<file path="src/rtl/core/mmeu_pkg.sv">
// Package for the mini MIPS execute unit: data widths, opcode codes,
// the decoded instruction record and the queue sizing.
// No dependencies.
`default_nettype none
package mmeu_pkg;

    localparam int DATA_WIDTH  = 32;
    localparam int DATA_DEPTH  = 256;
    localparam int MEM_AW      = $clog2(DATA_DEPTH);
    localparam int PC_W        = 9;
    localparam int IMM_W       = 6;
    localparam int ADDR_W      = 7;
    localparam int REG_AW      = 3;
    localparam int NUM_REGS    = 1 << REG_AW;
    localparam int IMM_SLOTS   = 1 << IMM_W;
    localparam int QUEUE_DEPTH = 2;
    localparam int QPTR_W      = (QUEUE_DEPTH > 1) ? $clog2(QUEUE_DEPTH) : 1;
    localparam int QCNT_W      = $clog2(QUEUE_DEPTH + 1);

    localparam logic [3:0] OPC_RTYPE = 4'd0;
    localparam logic [3:0] OPC_J     = 4'd2;
    localparam logic [3:0] OPC_ADDI  = 4'd4;
    localparam logic [3:0] OPC_BEQ   = 4'd8;
    localparam logic [3:0] OPC_LW    = 4'd11;
    localparam logic [3:0] OPC_SW    = 4'd15;

    localparam logic [2:0] FUNCT_ADD = 3'd0;
    localparam logic [2:0] FUNCT_SUB = 3'd2;

    typedef logic [DATA_WIDTH-1:0] t_data;

    typedef enum logic [2:0] {
        K_NOP,
        K_ADD,
        K_SUB,
        K_ADDI,
        K_LW,
        K_SW,
        K_BEQ,
        K_JMP
    } t_kind;

    typedef struct packed {
        t_kind             kind;
        logic [REG_AW-1:0] rs;
        logic [REG_AW-1:0] rt;
        logic [REG_AW-1:0] wr_idx;
        logic [IMM_W-1:0]  imm;
        logic [ADDR_W-1:0] addr;
    } t_op;

endpackage
`default_nettype wire

</file>
<file path="src/rtl/core/mmeu_queue.sv">
// Short queue of decoded records between front and back end.
// Depends on mmeu_pkg.
`default_nettype none
module mmeu_queue
    import mmeu_pkg::*;
(
    input  wire logic i_clk,
    input  wire logic i_rst_n,
    input  wire logic i_push_valid,
    output logic      o_push_ready,
    input  wire t_op  i_push_op,
    output logic      o_pop_valid,
    input  wire logic i_pop_ready,
    output t_op       o_pop_op
);

    t_op               r_slot [QUEUE_DEPTH];
    logic [QPTR_W-1:0] r_wr_ptr, n_wr_ptr;
    logic [QPTR_W-1:0] r_rd_ptr, n_rd_ptr;
    logic [QCNT_W-1:0] r_count, n_count;
    logic              push, pop;

    assign o_push_ready = (r_count != QCNT_W'(QUEUE_DEPTH));
    assign o_pop_valid  = (r_count != '0);
    assign o_pop_op     = r_slot[r_rd_ptr];
    assign push         = i_push_valid && o_push_ready;
    assign pop          = o_pop_valid && i_pop_ready;

    always_comb begin
        n_wr_ptr = r_wr_ptr;
        n_rd_ptr = r_rd_ptr;
        n_count  = r_count;
        if (push) begin
            n_wr_ptr = (r_wr_ptr == QPTR_W'(QUEUE_DEPTH - 1)) ? '0 : r_wr_ptr + 1'b1;
        end
        if (pop) begin
            n_rd_ptr = (r_rd_ptr == QPTR_W'(QUEUE_DEPTH - 1)) ? '0 : r_rd_ptr + 1'b1;
        end
        if (push && !pop) begin
            n_count = r_count + 1'b1;
        end else if (pop && !push) begin
            n_count = r_count - 1'b1;
        end
    end

    always_ff @(posedge i_clk) begin
        if (!i_rst_n) begin
            r_wr_ptr <= '0;
            r_rd_ptr <= '0;
            r_count  <= '0;
        end else begin
            r_wr_ptr <= n_wr_ptr;
            r_rd_ptr <= n_rd_ptr;
            r_count  <= n_count;
        end
    end

    always_ff @(posedge i_clk) begin
        if (push) begin
            r_slot[r_wr_ptr] <= i_push_op;
        end
    end

endmodule
`default_nettype wire

</file>
<file path="config.mk">
export PLATFORM = sky130hd
export DESIGN_NAME = mmeu_queue
export DESIGN_NICKNAME = d
export VERILOG_FILES = /design/src/rtl/core/mmeu_pkg.sv /design/src/rtl/core/mmeu_queue.sv
export SDC_FILE = /design/constraint.sdc
export NUM_CORES = 1
export LEC_CHECK = 0
export BUFFER_PORTS_ARGS = -buffer_cell sky130_fd_sc_hd__buf_2
export CAP_MARGIN = 30
export CORE_MARGIN = 8
export CORE_UTILIZATION = 28
export DETAILED_ROUTE_END_ITERATION = 16
export GPL_TIMING_DRIVEN = 0
export SYNTH_ARGS = -nofsm -noshare
export SYNTH_HDL_FRONTEND = slang
export SYNTH_SLANG_ARGS = --single-unit
</file>
<file path="constraint.sdc">
create_clock -name i_clk -period 2.7 [get_ports i_clk]
set_input_delay 0.135 -clock i_clk [delete_from_list [all_inputs] [get_ports i_clk]]
set_output_delay 0.135 -clock i_clk [all_outputs]
set_load 0.1 [all_outputs]
</file>
Word level (Yosys, flattened, before mapping)
Memory sizes are Yosys's and may differ from the RTL's. A register that Yosys moved wholly into a read port is not among the register bits. Index checks and enable logic that the tools add are counted.

$add $sub $neg: 4. Equal/unequal tests: 1. Multiplexer cells: 8. Reductions and logical operators: 8.

Operator list (number): 1-bit two-way mux (6); 1-bit logical AND (4); 2-bit two-way mux (2); 2-bit nonzero test (2); 1-bit adder (second input constant) (2); 2-bit by 1-bit adder with 2-bit output (second input constant) (1); 1-bit logical NOT (2); 2-bit != test (second input constant) (1); 2-bit by 1-bit subtractor with 2-bit output (second input constant) (1).

Register bits: 4. RAM bits: 50. Output and inout bits: 27. Logic and storage cells: 25. Memories: 1.

Memories: r_slot (depth 2, width 25, rd ports 1, clocked after memory_dff 1, write ports 1, RTL line mmeu_queue.sv:17) `t_op r_slot [QUEUE_DEPTH];`.

Depth between registers and ports, before layout
Word-level depth: 6. Depth in mapped cells: 6. Mapped depth without buffers: 6.

Least setup slack after synthesis
Ideal clock, no wire load.

Kind: reg-to-reg. From: register r_count[0]. To: memory r_slot[1][0] (netlist name) (enable). Library setup time: 0.384 ns. Data arrival time: 1.480 ns. Path slack: 0.836 ns. Cell stages (with the launch flop): 3. Buffers on the path: 0. Period minus slack after synthesis: 1.864 ns. Cell sequence: dfxtp_1 -> nand2b_4 -> and3_1.

Cells in the longest elaborated chain, start to end: 4.

RTL lines: start: declaration (RTL line mmeu_queue.sv:20) `logic [QCNT_W-1:0] r_count, n_count;`; start signal: assignment (RTL line mmeu_queue.sv:54) `r_count <= n_count;`; 2-bit != test (RTL line mmeu_queue.sv:23) `assign o_push_ready = (r_count != QCNT_W'(QUEUE_DEPTH));`; via o_push_ready (RTL line mmeu_queue.sv:10) `output logic o_push_ready,`; 1-bit logical AND (RTL line mmeu_queue.sv:26) `assign push = i_push_valid && o_push_ready;`; 1-bit two-way mux (RTL line mmeu_queue.sv:59) `if (push) begin`; 1-bit two-way mux (implied by the code) (RTL line mmeu_queue.sv:60) `r_slot[r_wr_ptr] <= i_push_op;`; end: declaration (RTL line mmeu_queue.sv:17).

The timed path passes the listed nets, and every way through them passes these cells.

==> results.yml <==
critical_path:
  cp_slowest_cell: "mux2_2"
  cpMostUsedCell: "buf_2"
  worstPathCellList: "buf_2 > buf_2 > mux2_2 > buf_2"
  r2r_start: "r_count[0]$_SDFFE_PN0P_"
  rrSetupSlack_ns: 1.13
  rr_endpoint: "r_count[1]$_SDFFE_PN0P_"
  worstPathRequired_ns: 2.57
  critical_path.top_delay_family: "buffers and inverters"
  cp-start-kind: "flop"
  end_kind: "output pin"
  criticalPathCategory: "reg -> out"
  cp.arrival_ns: 1.77
  ff2ff_path_depth: 5
  cpPeakStageDelay_ns: 0.38
  path_buf_inv: 3
  worstPathMaxFanout: 10
synth:
  synth.avg_cell_area_um2: 20.01
  synth_top_area_share_pct: 73.57
  synth_seq_area_share_pct: 78.48
  syn_area_mm2: 0.002041
  synth_nets: 132
  yosys_warnings: 0
  yosysMostFrequentCell: "edfxtp_1"
  syn_inst: 102
  synth_flop_cell: "edfxtp_1"
  synthTopCellsByCount: "edfxtp_1 (50), mux2_2 (25), dfxtp_1 (5), and2_1 (4), buf_2 (3)"
  synth_edf_count: 50
  synth.ff_latch_count: 55
  ys_types: 19
  async_flop_share_pct: 0
  synth_top_area_cell: "edfxtp_1"
  synth.area.top_cells: "edfxtp_1 (74%), mux2_2 (14%), dfxtp_1 (4.9%)"
routing:
  routed_wl_um: 3826
  firstDrtPassIters: 3
  drc: 0
  routedWlPerCell_um: 13.86
  vias: 1117
  first_iter_violations: 83
  viasPerCell: 4.047
  drtAntennaViolNets: 0
sta:
  max_freq_mhz: 524.7
  min_period_ns: 1.906
  setup_tns_ns: 0
  worst_slew_pin_slew_ns: 0.4985
  grt_setup_unrepaired: "no"
  clock_skew_ns: 0.002423
  maxSlewViolCount: 0
  setup_violations: 0
  fin_crit_sh_pct: 70.59
  finalHoldViolations: 0
  slew_headroom_pct: 67.00
grt:
  grt_pass1_wl_um: 5885
  grt_antenna_before_repair: 0
  grt_use_total_pct: 7.706
  grt_pass1_vias: 1160
  overflow: 0
  grt_max_degree: 20
floorplanning:
  die_x_um: 101.4
  dieHeight_um: 101.4
  ios: 56
  fp-row-count: 31
  die-area_mm2: 0.01028
  fp.coreArea_mm2: 0.007137
  initial_core_util_pct: 28.59
min_path:
  holdPathStages: 1
  min_from: "i_push_op[12]"
  hp-class: "in -> reg"
  hold_end: "r_slot[0][12]$_DFFE_PP_"
place:
  io_buffer_count: 55
  place.gp.congestion: 0.6178
  hpwl_um: 2745
clock_network:
  cts_buffers: 5
  cts_sinks: 55
  ctsResizeCount: 0
  clk_latency_ns: 0.30
  cts-hold-fix-buffers: 0
  clk_pin_slew_ns: 0.10
  h-tree-depth: 2
  cts_root_buf: "clkbuf_8"
  cts_tree: "built"
  cts_setup_buffers: 0
  clock_path_buffers: 2
outcome:
  status: "complete, no violations"
layout:
  multi_input_area_um2: 420.4
  antenna_cells: 0
  regArea_mm2: 0.001602
  fill_cells: 723
  nNetsFinal: 206
  area_delta_synth_final_pct: 31.02
  layout-drive-gt1-share_pct: 54.24
  final_util_pct: 37.46
run:
  maxCapViolCount: 0
==> stage by stage <==
stage	cell area (um2)	hold WS [ns]	cells	setup slack, ns
after CTS	2574	0.001346	266	0.7289
final	2674	0.01482	276	0.7941
after global routing	2674	0.0001832	276	0.6532
after global placement	2440	0.3234	256	0.6573
after floorplan	2041	0.2339	102	0.8364
after detailed placement	2482	0.3266	258	1.076
==> worst max path at each step <==
stage	start	end	slack, ns	depth (start not counted)
5_1_grt	flop	o_pop_op[1]	0.65	4
3_5_place_dp	flop	o_pop_op[1]	1.08	4
4_1_cts	flop	o_pop_op[14]	0.73	4
6_report	flop	o_pop_op[14]	0.79	4
3_3_place_gp	r_count[0]$_SDFFE_PN0P_	r_slot[1][6]$_DFFE_PP_	0.66	2
2_1_floorplan	r_count[0]$_SDFFE_PN0P_	r_slot[1][0]$_DFFE_PP_	0.84	2
==> per-layer routing <==
metal / global-route usage [%] / part of all wire (%)
met5: 0 / 0
met4: 3.780 / 1.8
met3: 1.856 / 4.8
met2: 14.12 / 54
met1: 8.032 / 40
==> sequential cells by signal, summed over array words and instances, names as in the netlist, named ones only <==
| signal | cells |
|---|---|
| r_slot | 50 |
| r_count | 2 |
| r_rd_ptr | 1 |
| r_wr_ptr | 1 |
==> cell usage in the layout, fill, tap and decap left out <==
cell	count
buf_8	1
nand3b_1	1
xnor2_1	2
a21boi_0	1
clkinv_2	1
o21ai_1	1
or2_2	1
edfxtp_1	50
a21bo_2	1
nand2b_4	1
a21boi_1	1
or3_1	1
inv_1	1
inv_6	2
o21ai_0	1
dfxtp_1	5
buf_16	1
ha_1	1
xor2_1	1
dlygate4sd3_1	10
and2_1	4
mux2_2	25
buf_2	58
and3_1	1
clkbuf_8	5
==> layout make-up <==
cell class / count / area share (%)
clock buffers: 5 / 2.574
flip-flops and latches: 55 / 59.90
repair buffers: 67 / 15.63
well taps: 99 / 4.633
multi-input cells: 43 / 15.72
inverters: 1 / 0.1404
plain buffers: 3 / 0.5615
clock inverters: 3 / 0.8423
==> logic make-up after synthesis <==
| kind of cell | count (synthesis) | synth area share [%] |
|---|---|---|
| AO/OA/AOI/OAI | 5 | 1.717 |
| XOR/XNOR | 3 | 1.288 |
| adder cells (fa/ha/maj) | 1 | 0.6130 |
| buffers and inverters | 4 | 0.9193 |
| flip-flops | 55 | 78.48 |
| multiplexers | 25 | 13.80 |
| AND/OR/NAND/NOR | 9 | 3.189 |
Power is left out: the tool's default activity adds up to more than one toggle a clock period on the data nets, which glitch-free logic cannot reach.
