[config.mk]
export PLATFORM = sky130hd
export DESIGN_NAME = mmeu_front
export DESIGN_NICKNAME = d
export VERILOG_FILES = /design/src/rtl/core/mmeu_pkg.sv /design/src/rtl/core/mmeu_front.sv
export SDC_FILE = /design/constraint.sdc
export NUM_CORES = 1
export LEC_CHECK = 0
export BUFFER_PORTS_ARGS = -buffer_cell sky130_fd_sc_hd__buf_2
export CAP_MARGIN = 25
export CORE_AREA = 3 3 40 42
export DETAILED_ROUTE_END_ITERATION = 10
export DIE_AREA = 0 0 43 45
export GPL_ROUTABILITY_DRIVEN = 0
export PLACE_DENSITY = 0.71
export SYNTH_ARGS = -nofsm -noshare
export SYNTH_HDL_FRONTEND = slang
export SYNTH_SLANG_ARGS = --single-unit
export TNS_END_PERCENT = 30
[constraint.sdc]
create_clock -name vclk -period 1.22
set_input_delay 0.122 -clock vclk [all_inputs]
set_output_delay 0.122 -clock vclk [all_outputs]
set_load 0.02 [all_outputs]
[src/rtl/core/mmeu_pkg.sv]
// Package for the mini MIPS execute unit: data widths, opcode codes,
// the decoded instruction record and the queue sizing.
// No dependencies.
`default_nettype none
package mmeu_pkg;

    localparam int DATA_WIDTH  = 32;
    localparam int DATA_DEPTH  = 256;
    localparam int MEM_AW      = $clog2(DATA_DEPTH);
    localparam int PC_W        = 9;
    localparam int IMM_W       = 6;
    localparam int ADDR_W      = 7;
    localparam int REG_AW      = 3;
    localparam int NUM_REGS    = 1 << REG_AW;
    localparam int IMM_SLOTS   = 1 << IMM_W;
    localparam int QUEUE_DEPTH = 2;
    localparam int QPTR_W      = (QUEUE_DEPTH > 1) ? $clog2(QUEUE_DEPTH) : 1;
    localparam int QCNT_W      = $clog2(QUEUE_DEPTH + 1);

    localparam logic [3:0] OPC_RTYPE = 4'd0;
    localparam logic [3:0] OPC_J     = 4'd2;
    localparam logic [3:0] OPC_ADDI  = 4'd4;
    localparam logic [3:0] OPC_BEQ   = 4'd8;
    localparam logic [3:0] OPC_LW    = 4'd11;
    localparam logic [3:0] OPC_SW    = 4'd15;

    localparam logic [2:0] FUNCT_ADD = 3'd0;
    localparam logic [2:0] FUNCT_SUB = 3'd2;

    typedef logic [DATA_WIDTH-1:0] t_data;

    typedef enum logic [2:0] {
        K_NOP,
        K_ADD,
        K_SUB,
        K_ADDI,
        K_LW,
        K_SW,
        K_BEQ,
        K_JMP
    } t_kind;

    typedef struct packed {
        t_kind             kind;
        logic [REG_AW-1:0] rs;
        logic [REG_AW-1:0] rt;
        logic [REG_AW-1:0] wr_idx;
        logic [IMM_W-1:0]  imm;
        logic [ADDR_W-1:0] addr;
    } t_op;

endpackage
`default_nettype wire

[src/rtl/core/mmeu_front.sv]
// Front end: takes instruction words and classifies them into decoded
// records for the queue. Depends on mmeu_pkg.
`default_nettype none
module mmeu_front
    import mmeu_pkg::*;
(
    input  wire logic        i_in_valid,
    output logic             o_in_ready,
    input  wire logic [15:0] i_instruction_word,
    output logic             o_push_valid,
    input  wire logic        i_push_ready,
    output t_op              o_push_op
);

    logic [3:0] opcode;
    logic [2:0] funct;

    assign opcode       = i_instruction_word[15:12];
    assign funct        = i_instruction_word[2:0];
    assign o_in_ready   = i_push_ready;
    assign o_push_valid = i_in_valid;

    always_comb begin
        o_push_op.rs     = i_instruction_word[11:9];
        o_push_op.rt     = i_instruction_word[8:6];
        o_push_op.imm    = i_instruction_word[5:0];
        o_push_op.addr   = i_instruction_word[6:0];
        o_push_op.wr_idx = i_instruction_word[8:6];
        o_push_op.kind   = K_NOP;
        case (opcode)
            OPC_RTYPE: begin
                // R type writes rd; and/or and other functs stay no-ops
                o_push_op.wr_idx = i_instruction_word[5:3];
                if (funct == FUNCT_ADD) begin
                    o_push_op.kind = K_ADD;
                end else if (funct == FUNCT_SUB) begin
                    o_push_op.kind = K_SUB;
                end
            end
            OPC_ADDI: o_push_op.kind = K_ADDI;
            OPC_LW:   o_push_op.kind = K_LW;
            OPC_SW:   o_push_op.kind = K_SW;
            OPC_BEQ:  o_push_op.kind = K_BEQ;
            OPC_J:    o_push_op.kind = K_JMP;
            default:  o_push_op.kind = K_NOP;
        endcase
    end

endmodule
`default_nettype wire

Word-level counts from Yosys, hierarchy flattened
Index checks and enable logic that the tools add are counted.

Register bits after elaboration: 0. Output and inout bits: 27. Logic and storage cells: 12.

Eq/ne operators: 6. Multiplexer cells: 4. Reductions and logical operators: 2.

Operators by type and width (count): $pmux W3 S6 (1); $eq A4 B4 Y1 const B (3); $eq A4 B2 Y1 const B (1); $eq A4 B3 Y1 const B (1); $logic_not A4 Y1 (1); $mux W2 (2); $eq A3 B2 Y1 const B (1); $logic_not A3 Y1 (1); $mux W3 (1).

Logic depth before layout (Yosys ltp)
Gate-level depths: netlist of run 1.

Word-level depth: 4. Mapped depth: 4. Gate-level depth less buffers: 3.

Worst setup path after synthesis of run 1
No wires, ideal clock.

Path type: input-to-output. Start point: in i_instruction_word[15]. End point: out o_push_op[23] (netlist name). Arrival time: 1.480 ns. Data required time: 1.098 ns. Path slack: -0.382 ns. Stages on the path: 3. Buffers on the path: 1. Cell sequence: buf_4 o21a_1 a2111oi_0.

RTL lines: start: declaration (line mmeu_front.sv:9) `input wire logic [15:0] i_instruction_word,`; end: declaration (line mmeu_front.sv:12) `output t_op o_push_op`.

==> out/metrics.yaml, run 1 <==
outcome:
  status: "completed"
global_routing:
  grt_overflow: 0
  grt_pass1_vias: 289
  grt_max_degree: 7
  antenna_found_initial: 0
  grt_use_total_pct: 7.88
  grt_pass1_wl_um: 1270
worst_setup_path:
  cp.required_ns: 1.10
  cp_data_arrival_time_ns: 1.08
  cp-startpoint: "i_instruction_word[15]"
  path_cells: "buf_8 -> nor4_4 -> buf_4 -> mux2_4 -> buf_6"
  start_kind: "primary input"
  critPathMaxFanout: 4
  crit_path_max_incr_delay_ns: 0.30
  crit_path_end_kind: "output port"
  critPathCapture: "o_push_op[14]"
  slowest_stage: "mux2_4"
  cp.depth: 5
  worst-path-buf-inv: 3
  path_delay_family: "buffers and inverters"
  critPathKind: "primary input to output port"
sta:
  post-route-period-util_pct: 98.3
  setup_slack_ns: 0.0209
  fin_tns_setup_ns: 0
  fmax_mhz: 834
  setup_violations: 0
  period_needed_ns: 1.20
  hold_violations: 0
  holdWs_ns: 0.244
  worst-slew-pin-transition_ns: 0.332
  rsz0062_at_grt: "true"
  maxSlewViolCount: 0
  max_slew_margin_pct: 77.8
drt:
  via_per_inst: 4.35
  firstDrtPassIters: 3
  drc_errors: 0
  drt_iter0_markers: 1
  vias: 322
  detail-route-antenna-nets: 0
  wl_per_cell_um: 11.4
  finalWirelength_um: 843
finish:
  drive_gt1_share_pct: 83.1
  diodes: 0
  final_cells: 74
  final_nets: 79
  clock_buffers: 0
  fin_area_um2: 462
  regArea_um2: 0
  seq_cell_count: 0
  area_growth_syn_to_layout_pct: 49.4
floorplan:
  pin_count: 45
  coreArea_um2: 1280
  initial_utilization_pct: 24.1
  die_height_um: 45
  die-area_um2: 1940
  die_w_um: 43
  fp-row-count: 13
yosys:
  postSynthCellCount: 40
  seq_area_frac_synth_pct: 0
  syn-num-nets: 58
  postSynthAreaPerCell_um2: 7.73
  netlist_area_um2: 309
  synth_cell_types: 13
  ys_warn_count: 0
placed_design:
  post_dp_cell_area_um2: 384
  portBuffers: 35
  hpwl_um: 668
  place_ws_ns: -0.0488
  dpl.cell_count: 73
power_and_ir_drop:
  leakage_uw: 0.000251
  p_per_area_nw_per_um2: 451
  vdd_drop_max_uv: 120
flow_run:
  max_cap_violations: 0
worst_hold_path:
  hp-class: "primary input to output port"
[metrics by stage]
stage,power [uW],util [%]
2_1_floorplan,156,-
3_3_place_gp,176,29.9
3_5_place_dp,178,29.9
4_1_cts,196,33.3
5_1_grt,223,35.9
6_report,208,35.9
[where the power goes]
part | switching [uW] | internal [uW]
logic | 114 | 94.4
registers | 0 | 0
clock network | 0 | 0
[final cells by class]
type	count	area, um^2
tap	15	18.8
fill	141	823
multi-input combinational	17	178
timing repair buffer	42	265
[worst min path at each step]
stage                     to  slack (ns)                   start  depth (start not counted)
2_1_floorplan  o_push_op[23]        0.30  i_instruction_word[12]                          1
5_1_grt         o_push_valid        0.24              i_in_valid                          0
3_5_place_dp   o_push_op[19]        0.24   i_instruction_word[9]                          0
3_3_place_gp   o_push_op[19]        0.24   i_instruction_word[9]                          0
4_1_cts        o_push_op[19]        0.24   i_instruction_word[9]                          0
6_report          o_in_ready        0.24            i_push_ready                          0
[layer usage]
layer	part of all wire (%)	GRT usage, %	vias to the layer above
li1	-	-	157
met1	33	9.29	144
met4	0	0	0
met3	13	1.59	0
met2	54	15.6	21
met5	0	0	-
[cell usage after synthesis]
library cell / number / area (um^2)
nor4_4: 1 / 21.3
buf_2: 1 / 5.00
mux2_2: 3 / 33.8
a2111oi_0: 2 / 17.5
o21a_1: 1 / 7.51
xor2_1: 1 / 8.76
o21ai_0: 1 / 5.00
o41ai_1: 1 / 8.76
nor2_1: 3 / 11.3
nor3_1: 2 / 10.0
and3_2: 1 / 7.51
buf_4: 22 / 165
a21o_1: 1 / 7.51
[placed cells by master (no fill, tap or decap)]
cell	count
buf_2	29
buf_8	1
o21ai_1	1
a21o_1	1
mux2_4	3
and3_2	1
xor2_1	1
nor3_1	2
a2111oi_4	1
nor2_1	3
nor4_4	1
o21a_1	1
buf_4	8
a2111oi_1	1
buf_6	4
o41ai_2	1
[what timing repair did]
item	4_1_cts	5_1_grt
setup buffers	1	0
endpoints found under the setup margin	3	5
resized for setup	11	8
hold buffers	0	0
pin swaps	1	1
[cells by family after synthesis]
kind of cell / after synthesis / synth area share [%]
xor+xnor: 1 / 2.83
buf+inv: 23 / 55.1
compound gates: 6 / 15.0
mux: 3 / 10.9
simple gates: 7 / 16.2
Power figures use the tool's default switching activity.
==> inputs of run 2 (changes only) <==
- CORE_AREA: 3 3 40 42 -> 2 2 39 41
- DIE_AREA: 0 0 43 45 -> 0 0 41 43
==> out/metrics.yaml, run 2 (same netlist as run 1, synthesis figures left out) <==
outcome:
  status: "completed"
drt:
  drc_errors: 0  # unchanged
  finalWirelength_um: 702  # -17%
  via_per_inst: 4.33  # -0.41%
  wl_per_cell_um: 9.36  # -18%
  vias: 325  # +0.93%
  detail-route-antenna-nets: 0  # unchanged
  firstDrtPassIters: 3  # unchanged
  drt_iter0_markers: 1  # unchanged
worst_setup_path:
  crit_path_max_incr_delay_ns: 0.30  # about the same
  path_cells: "buf_8 -> nor4_4 -> buf_4 -> mux2_4 -> buf_6"
  cp.required_ns: 1.10  # about the same
  critPathMaxFanout: 3  # -1
  path_delay_family: "buffers and inverters"
  cp-startpoint: "i_instruction_word[13]"
  cp_data_arrival_time_ns: 1.08  # about the same
  worst-path-buf-inv: 3  # unchanged
  start_kind: "primary input"
  crit_path_end_kind: "output port"
  critPathKind: "primary input to output port"
  slowest_stage: "mux2_4"
sta:
  post-route-period-util_pct: 98.5  # +0.23 points
  setup_violations: 0  # unchanged
  holdWs_ns: 0.244  # unchanged
  period_needed_ns: 1.20  # +0.00278 ns
  fmax_mhz: 832  # -0.23%
  worst-slew-pin-transition_ns: 0.383  # +0.0503 ns
  max_slew_margin_pct: 73.8  # -4.0 points
  setup_slack_ns: 0.0181  # -0.00278 ns
  maxSlewViolCount: 0  # unchanged
  hold_violations: 0  # unchanged
  rsz0062_at_grt: "true"
worst_hold_path:
  hp-start: "i_in_valid"
  hp-class: "primary input to output port"
finish:
  area_growth_syn_to_layout_pct: 43.7
  final_common_cell: "buf_2"
  fin_area_um2: 444  # -3.8%
  fillers: 170  # +21%
  clock_buffers: 0  # unchanged
  regArea_um2: 0  # unchanged
  final_nets: 79  # unchanged
  diodes: 0  # unchanged
  seq_cell_count: 0  # unchanged
  drive_gt1_share_pct: 83.1  # unchanged
  post-route-util_pct: 32.1  # -3.8 points
  final_cell_mix: "buf_2 (30), buf_4 (7), buf_6 (4), nor2_1 (3), mux2_4 (3)"
power_and_ir_drop:
  finalPower_uw: 198  # -4.8%
  vdd_drop_max_uv: 128  # +6.0%
  leakage_uw: 0.000245  # -2.3%
  p_per_area_nw_per_um2: 447  # -1.0%
global_routing:
  grt_use_total_pct: 7.49  # -0.38 points
  grt_max_degree: 7  # unchanged
  grt_overflow: 0  # unchanged
  antenna_found_initial: 0  # unchanged
  grt_pass1_wl_um: 1020  # -20%
  grt_pass1_vias: 271  # -6.2%
floorplan:
  coreArea_um2: 1380  # +7.7%
  die_w_um: 41  # -4.7%
  fp-row-count: 14  # +1
  die_height_um: 43  # -4.4%
  initial_utilization_pct: 22.3  # -1.7 points
  pin_count: 45  # unchanged
  die-area_um2: 1760  # -8.9%
placed_design:
  portBuffers: 35  # unchanged
  post_dp_cell_area_um2: 385  # +0.33%
  place_ws_ns: -0.0583  # -0.00949 ns
  hpwl_um: 596  # -11%
flow_run:
  max_cap_violations: 0  # unchanged
## run 2: layer usage
metal  up-vias  part of all wire, %  global-route usage [%]  wire [um]
met2        22                   50                    14.4        354
met5         -                    0                       0          0
met3         0                   14                       0         98
met1       146                   35                    9.18        249
met4         0                    0                       0          0
li1        157                    -                       -          -
## run 2: final timing paths
path / slack [ns] / endpoint / cells past startpoint
worst min-delay path: 0.24 / o_push_valid / 0
worst max-delay path: 0.02 / o_push_op[15] / 5
## run 2: cell type report
class	count	area, um^2	share of cell area [%]
multi-input cells	17	161	36.3
well taps	16	20.0	4.51
repair buffers	42	263	59.2
## run 2: timing repair
action	in CTS	in global routing
gates resized for setup	13	2
setup endpoints to repair	3	5
gates cloned	0	0
pin swaps	1	0
buffers inserted	1	0
hold buffers	0	0
## run 2: power breakdown
group / leakage [uW] / internal, uW / total (uW) / switching (uW)
Sequential: 0 / 0 / 0 / 0
Combinational: 0.000245 / 90.0 / 198 / 108
Clock: 0 / 0 / 0 / 0
Total: 0.000245 / 90.0 / 198 / 108
## run 2: through the flow
stage                     TNS (ns)  instances
after floorplan                  0         40
after global placement      -0.135         74
after detailed placement    -0.172         74
after CTS                        0         75
after global routing        -0.159         75
final                            0         75
